File: src/rtl/rlms_pkg.sv
// package for the radio link mode sequencer
// mode codes, status bit positions, register indexes and reset values; no dependencies
`timescale 1ns / 1ps

package rlms_pkg;

    localparam int unsigned TIME_W = 32;
    localparam int unsigned REG_W  = 16;
    localparam int unsigned IRQ_W  = 10;
    localparam int unsigned MODE_W = 3;
    localparam int unsigned IDX_W  = 3;

    // radio modes
    localparam logic [MODE_W-1:0] MODE_IDLE = 3'd0;
    localparam logic [MODE_W-1:0] MODE_BUSY = 3'd1;
    localparam logic [MODE_W-1:0] MODE_RX   = 3'd2;
    localparam logic [MODE_W-1:0] MODE_TX   = 3'd3;
    localparam logic [MODE_W-1:0] MODE_CAD  = 3'd4;

    // status bit positions
    localparam int unsigned B_PREAMBLE  = 0;
    localparam int unsigned B_RXDONE    = 1;
    localparam int unsigned B_HDRVALID  = 2;
    localparam int unsigned B_CRCERR    = 3;
    localparam int unsigned B_HDRERR    = 4;
    localparam int unsigned B_RXTIMEOUT = 5;
    localparam int unsigned B_TXDONE    = 6;
    localparam int unsigned B_TXTIMEOUT = 7;
    localparam int unsigned B_ACTIVITY  = 8;
    localparam int unsigned B_CADDONE   = 9;

    // configuration register indexes
    localparam logic [IDX_W-1:0] REG_RX_RESTART  = 3'd0;
    localparam logic [IDX_W-1:0] REG_TX_TIMEOUT  = 3'd1;
    localparam logic [IDX_W-1:0] REG_BUSY_TMO    = 3'd2;
    localparam logic [IDX_W-1:0] REG_TX_GUARD    = 3'd3;
    localparam logic [IDX_W-1:0] REG_CAD_RX_TMO  = 3'd4;
    localparam logic [IDX_W-1:0] REG_DEF_RX_TMO  = 3'd5;

    localparam logic [REG_W-1:0] RST_RX_RESTART = 16'd500;
    localparam logic [REG_W-1:0] RST_TX_TIMEOUT = 16'd500;
    localparam logic [REG_W-1:0] RST_BUSY_TMO   = 16'd500;
    localparam logic [REG_W-1:0] RST_TX_GUARD   = 16'd1;

    typedef logic [MODE_W-1:0] t_mode;

    // true when the wrapped age now - then exceeds limit
    function automatic logic older_than(input logic [TIME_W-1:0] now,
                                        input logic [TIME_W-1:0] then_t,
                                        input logic [REG_W-1:0]  limit);
        logic [TIME_W-1:0] age;
        age = now - then_t;
        return (age > {{(TIME_W-REG_W){1'b0}}, limit});
    endfunction

endpackage

File: src/rtl/radio_link_mode_sequencer.sv
// top level of the radio link mode sequencer
// input register, one-pass mode logic, output register; uses rlms_pkg
`timescale 1ns / 1ps

// Takes one service event per beat and returns one result beat per event. An event
// is captured in the input register, evaluated combinationally against the mode and
// timestamp state, and the result lands in the output register, so events are
// accepted back to back at one per cycle while the result side does not stall. A
// stall on the result side holds the output register and the input register behind
// it. The two receive timeout registers are accepted on the write port but only the
// choice of timeout is reported, through rx_long_timeout.
module radio_link_mode_sequencer (
    input  logic                         i_clk,
    input  logic                         i_rst_n,
    // event channel
    input  logic                         i_in_valid,
    output logic                         o_in_stall,
    input  logic [rlms_pkg::TIME_W-1:0]  i_now_ms,
    input  logic                         i_irq_line,
    input  logic [rlms_pkg::IRQ_W-1:0]   i_irq_bits,
    input  logic                         i_tx_pending,
    // result channel
    output logic                         o_out_valid,
    input  logic                         i_out_stall,
    output logic [rlms_pkg::MODE_W-1:0]  o_new_mode,
    output logic [rlms_pkg::IRQ_W-1:0]   o_clear_bits,
    output logic                         o_read_packet,
    output logic                         o_start_cad,
    output logic                         o_start_tx,
    output logic                         o_start_rx,
    output logic                         o_rx_long_timeout,
    // configuration writes
    input  logic                         i_cfg_we,
    input  logic [rlms_pkg::IDX_W-1:0]   i_cfg_idx,
    input  logic [rlms_pkg::REG_W-1:0]   i_cfg_data
);
    import rlms_pkg::*;

    // configuration
    logic [REG_W-1:0]  r_rx_restart, r_tx_timeout, r_busy_tmo, r_tx_guard;

    // input stage
    logic              r_in_valid;
    logic [TIME_W-1:0] r_now;
    logic              r_line;
    logic [IRQ_W-1:0]  r_bits;
    logic              r_pending;

    // state
    t_mode             r_mode;
    logic [TIME_W-1:0] r_busy_start, r_rx_start, r_tx_start, r_tx_end;

    // output stage
    logic              r_out_valid;
    t_mode             r_new_mode;
    logic [IRQ_W-1:0]  r_clear_bits;
    logic              r_rd, r_cad, r_tx, r_rx, r_lng;

    // step results
    t_mode             n_mode;
    logic [IRQ_W-1:0]  n_clr;
    logic              n_rd, n_cad, n_tx, n_rx, n_lng;
    logic              upd_busy, upd_rx, upd_txs, upd_txe;

    logic              out_move, step;

    assign out_move   = !r_out_valid || !i_out_stall;
    assign step       = r_in_valid && out_move;
    assign o_in_stall = r_in_valid && !out_move;

    always_ff @(posedge i_clk) begin
        if (!i_rst_n) begin
            r_rx_restart <= RST_RX_RESTART;
            r_tx_timeout <= RST_TX_TIMEOUT;
            r_busy_tmo   <= RST_BUSY_TMO;
            r_tx_guard   <= RST_TX_GUARD;
        end else if (i_cfg_we) begin
            case (i_cfg_idx)
                REG_RX_RESTART: r_rx_restart <= i_cfg_data;
                REG_TX_TIMEOUT: r_tx_timeout <= i_cfg_data;
                REG_BUSY_TMO:   r_busy_tmo   <= i_cfg_data;
                REG_TX_GUARD:   r_tx_guard   <= i_cfg_data;
                // timeout values themselves are not needed downstream
                REG_CAD_RX_TMO, REG_DEF_RX_TMO: ;
                default: ;
            endcase
        end
    end

    always_ff @(posedge i_clk) begin
        if (!i_rst_n) begin
            r_in_valid <= 1'b0;
        end else if (!o_in_stall) begin
            r_in_valid <= i_in_valid;
        end
    end

    always_ff @(posedge i_clk) begin
        if (!o_in_stall && i_in_valid) begin
            r_now     <= i_now_ms;
            r_line    <= i_irq_line;
            r_bits    <= i_irq_bits;
            r_pending <= i_tx_pending;
        end
    end

    // timestamps written this step give an age of zero, which never exceeds a limit
    always_comb begin
        n_mode   = r_mode;
        n_clr    = '0;
        n_rd     = 1'b0;
        n_cad    = 1'b0;
        n_tx     = 1'b0;
        n_rx     = 1'b0;
        n_lng    = 1'b0;
        upd_busy = 1'b0;
        upd_rx   = 1'b0;
        upd_txs  = 1'b0;
        upd_txe  = 1'b0;

        if (r_line) begin
            if (r_bits[B_PREAMBLE]) begin
                n_mode = MODE_BUSY;
                upd_busy = 1'b1;
                n_clr[B_PREAMBLE] = 1'b1;
            end
            if (r_bits[B_RXDONE] && r_bits[B_HDRVALID] && !r_bits[B_CRCERR]) begin
                n_rd = 1'b1;
                n_mode = MODE_IDLE;
                n_clr[B_RXDONE]   = 1'b1;
                n_clr[B_HDRVALID] = 1'b1;
                n_clr[B_PREAMBLE] = 1'b1;
            end
            if (r_bits[B_HDRERR]) begin
                n_mode = MODE_IDLE;
                n_clr[B_HDRERR] = 1'b1;
            end
            if (r_bits[B_CRCERR]) begin
                n_mode = MODE_IDLE;
                n_clr[B_CRCERR] = 1'b1;
            end
            if (r_bits[B_RXTIMEOUT]) begin
                n_mode = MODE_IDLE;
                n_clr[B_RXTIMEOUT] = 1'b1;
            end
            if (r_bits[B_TXDONE]) begin
                n_mode = MODE_IDLE;
                upd_txe = 1'b1;
                n_clr[B_TXDONE] = 1'b1;
            end
            if (r_bits[B_TXTIMEOUT]) begin
                n_mode = MODE_IDLE;
                upd_txe = 1'b1;
                n_clr[B_TXTIMEOUT] = 1'b1;
            end
            if (r_bits[B_ACTIVITY]) begin
                n_mode = MODE_RX;
                upd_busy = 1'b1;
                n_rx = 1'b1;
                n_lng = 1'b1;
                n_clr[B_ACTIVITY] = 1'b1;
            end
            if (r_bits[B_CADDONE]) begin
                n_clr[B_CADDONE] = 1'b1;
                n_mode = MODE_IDLE;
                if (r_pending) begin
                    n_tx = 1'b1;
                    n_mode = MODE_TX;
                    upd_txs = 1'b1;
                end
            end
        end

        if (r_pending && (n_mode == MODE_IDLE || n_mode == MODE_RX) && !upd_txe
            && older_than(r_now, r_tx_end, r_tx_guard)) begin
            n_mode = MODE_CAD;
            n_cad = 1'b1;
        end
        if (n_mode == MODE_IDLE) begin
            n_mode = MODE_RX;
            n_rx = 1'b1;
            n_lng = 1'b0;
            upd_rx = 1'b1;
        end
        if (n_mode == MODE_RX && !upd_rx
            && older_than(r_now, r_rx_start, r_rx_restart)) begin
            n_rx = 1'b1;
            n_lng = 1'b0;
            upd_rx = 1'b1;
        end
        if (n_mode == MODE_TX && !upd_txs
            && older_than(r_now, r_tx_start, r_tx_timeout)) begin
            n_mode = MODE_IDLE;
        end
        if ((n_mode == MODE_BUSY || n_mode == MODE_CAD) && !upd_busy
            && older_than(r_now, r_busy_start, r_busy_tmo)) begin
            n_mode = MODE_IDLE;
        end
    end

    always_ff @(posedge i_clk) begin
        if (!i_rst_n) begin
            r_mode       <= MODE_IDLE;
            r_busy_start <= '0;
            r_rx_start   <= '0;
            r_tx_start   <= '0;
            r_tx_end     <= '0;
        end else if (step) begin
            r_mode <= n_mode;
            if (upd_busy) r_busy_start <= r_now;
            if (upd_rx)   r_rx_start   <= r_now;
            if (upd_txs)  r_tx_start   <= r_now;
            if (upd_txe)  r_tx_end     <= r_now;
        end
    end

    always_ff @(posedge i_clk) begin
        if (!i_rst_n) begin
            r_out_valid <= 1'b0;
        end else if (out_move) begin
            r_out_valid <= r_in_valid;
        end
    end

    always_ff @(posedge i_clk) begin
        if (step) begin
            r_new_mode   <= n_mode;
            r_clear_bits <= n_clr;
            r_rd         <= n_rd;
            r_cad        <= n_cad;
            r_tx         <= n_tx;
            r_rx         <= n_rx;
            r_lng        <= n_rx && n_lng;
        end
    end

    assign o_out_valid       = r_out_valid;
    assign o_new_mode        = r_new_mode;
    assign o_clear_bits      = r_clear_bits;
    assign o_read_packet     = r_rd;
    assign o_start_cad       = r_cad;
    assign o_start_tx        = r_tx;
    assign o_start_rx        = r_rx;
    assign o_rx_long_timeout = r_lng;

endmodule

File: config.mk
export PLATFORM = sky130hd
export DESIGN_NAME = radio_link_mode_sequencer
export DESIGN_NICKNAME = d
export VERILOG_FILES = /design/src/rtl/rlms_pkg.sv /design/src/rtl/radio_link_mode_sequencer.sv
export SDC_FILE = /design/constraint.sdc
export NUM_CORES = 1
export LEC_CHECK = 0
export BUFFER_PORTS_ARGS = -buffer_cell sky130_fd_sc_hd__buf_4
export CAP_MARGIN = 30
export CORE_UTILIZATION = 50
export CTS_CLUSTER_DIAMETER = 30
export DETAILED_ROUTE_END_ITERATION = 10
export GPL_ROUTABILITY_DRIVEN = 1
export PLACE_DENSITY = 0.67
export RECOVER_POWER = 50
export SLEW_MARGIN = 20
export SYNTH_ARGS = -nofsm -noshare
export SYNTH_HDL_FRONTEND = slang
export SYNTH_SLANG_ARGS = --single-unit
File: constraint.sdc
create_clock -name i_clk -period 7.9 [get_ports i_clk]
set_input_delay 0.79 -clock i_clk [delete_from_list [all_inputs] [get_ports i_clk]]
set_output_delay 0.79 -clock i_clk [all_outputs]
set_load 0.005 [all_outputs]
==> results.ini <==
[run_status]
status = finished with violations
violations = max-capacitance violations, max-slew violations

[synth]
ys.flop_type = dfxtp_1
ys_types = 99
synth_top_cell_area_share_pct = 21.7
syn_area_um2 = 18200
synth_edf_count = 60
yosys.area.top_type = dfxtp_1
synth_area_leaders = dfxtp_1 (22%), ha_1 (13%), nand2_1 (10%)
synthCells = 2326
synth_nets = 2586
synth_area_per_cell_um2 = 7.81
yosys.cell_count.top_type = nand2_1
ys_seq_area_share_pct = 31.6
ys_ff_latch = 257
synthTopCellsByCount = nand2_1 (489), a21oi_1 (307), inv_1 (214), dfxtp_1 (197), ha_1 (188)
yosys_warnings = 0
async_reset_ff_share_pct = 0

[grt]
grt_pass1_wl_mm = 83.7
grt_pass1_vias = 16200
antenna_found_initial = 1
grt_max_degree = 90
grt.overflow.total = 0
track_usage_pct = 29.0

[clock_network]
post_cts_buffers = 0
htree_levels = 3
cts-buffers-inserted = 72
cts_tree = built
clk_latency_ps = 580
cts-resized-gates = 0
cts-root-buf = clkbuf_16
cts_buffer_depth = 3
cts_hold_buffers = 0
cts.clk_slew.worst_paths_ps = 40
cts_sinks = 257

[power]
p_sw_mw = 1.46
p_clk_share_pct = 56.0
p_comb_share_pct = 16.3
swShare_pct = 27.7
pwr-share-seq_pct = 27.7
ir_worst_vdd_mv = 0.202
p_per_area_nw_per_um2 = 243
fin_total_pwr_mw = 5.25
intPower_mw = 3.80
p_leak_nw = 8.21

[floorplanning]
std_cell_rows = 69
die_y_um = 193
start_util_pct = 51.0
pin_count = 88
die_x_um = 193
dieArea_um2 = 37100
core_um2 = 35700

[timing]
setup_tns_ps = 0
max_freq_mhz = 166
rsz0062_at_grt = no
fin_crit_sh_pct = 76.3
finalHoldViolations = 0
relSlewSlack_pct = -81.7
whs_ps = 418
maxSlewViolCount = 192
finalCriticalPeriod_ps = 6030
worst_pin_slew_ps = 2730
clock_skew_ps = 20.7
setup_violations = 0
fin_ws_ps = 1870

[route]
drt_iter0_drc = 1097
drtPass1Iterations = 6
vias = 17000
drt_wl_total_mm = 53.5
post_drt_wl_per_cell_um = 18.2
vias_per_cell = 5.77
final_antenna_net_count = 0
drc_errors = 0

[layout]
layout-drive-gt1-share_pct = 10.6
area_growth_pct = 19.1
fin_area_um2 = 21600
finalNonFillerCells = 2940
fin_util_pct = 60.7
nNetsFinal = 2681

[placement]
post-place-ws_ps = 2210
gp_congestion = 0.965
post-dp-hpwl_mm = 40.0
dp_cells = 2807
io_buffers = 87
dpl-instance-area_um2 = 19200

[flow_run]
maxCapViolations = 4

[setup_path]
cp_data_required_time_ps = 8370
crit_path_start_kind = primary input
critPathMaxFanout = 73
endpoint_kind = flip-flop
critPathKind = primary input to flip-flop
cp.arrival_ps = 6500

[hold_path]
hp-class = primary input to flip-flop

## per-layer routing
metal  part of all wire [%]  global-route usage, %
met5                      0                      0
met4                    3.8                   12.9
met3                    5.4                   5.26
met2                     46                   47.0
met1                     45                   37.3
## power by group through the flow
stage / Clock (mW) / Combinational [mW] / Sequential (mW)
4_1_cts: 2.98 / 0.850 / 1.45
5_1_grt: 3.04 / 0.952 / 1.46
3_3_place_gp: 0 / 0.828 / 1.47
2_1_floorplan: 0 / 0.621 / 1.45
6_report: 2.94 / 0.859 / 1.46
3_5_place_dp: 0 / 0.843 / 1.47
## layout by cell type, fill, tap and decap left out, types with 49 or more instances in the layout
| master | n |
|---|---|
| a21oi_1 | 307 |
| buf_4 | 53 |
| clkbuf_16 | 74 |
| dfxtp_1 | 197 |
| edfxtp_1 | 60 |
| ha_1 | 188 |
| inv_1 | 214 |
| nand2_1 | 489 |
| nor2_1 | 89 |
| o21ai_0 | 76 |
| xnor2_1 | 49 |
## cell type report
cell class	instances	area (µm²)
clock buffer	90	2010
clock inverter	41	467
inverter	216	812
tap	461	577
timing repair buffer	104	756
antenna	1	2.50
fill	3233	14000
sequential	257	5750
multi-input combinational	1770	11300
## worst max-delay path, cell delays in order
cell,delay (ps)
clkbuf_1,1610
clkinvlp_2,2680
buf_4,830
buf_16,260
a311oi_2,220
## kinds of logic after synthesis
group / count (synthesis) / share of synthesized area, %
buf+inv: 299 / 6.54
simple gates: 809 / 19.9
flops: 257 / 31.6
compound gates: 637 / 21.8
fa+ha+maj: 192 / 13.4
mux: 47 / 2.62
xor+xnor: 85 / 4.10
## path summary, 6_finish.rpt
check | startpoint | to | slack [ps] | cells after the start
worst min register to register | r_tx_end[22] | r_tx_end[22] | 450 | 2
worst min-delay path | i_irq_bits[4] | r_bits[4] | 420 | 1
worst max register to register | r_now[1] | r_rx_start[9] | 2130 | 24
worst max-delay path | i_rst_n | r_mode[2] | 1870 | 5
## registers in the layout, summed over array words and instances, names as in the netlist, 3 cells and up
name,count
r_rx_start,32
r_busy_tmo,16
r_tx_start,32
r_rx_restart,16
r_mode,3
r_busy_start,32
r_tx_timeout,16
o_new_mode,3
r_bits,10
r_tx_guard,16
r_now,32
o_clear_bits,9
r_tx_end,32
(Power assumes the default switching activity.)
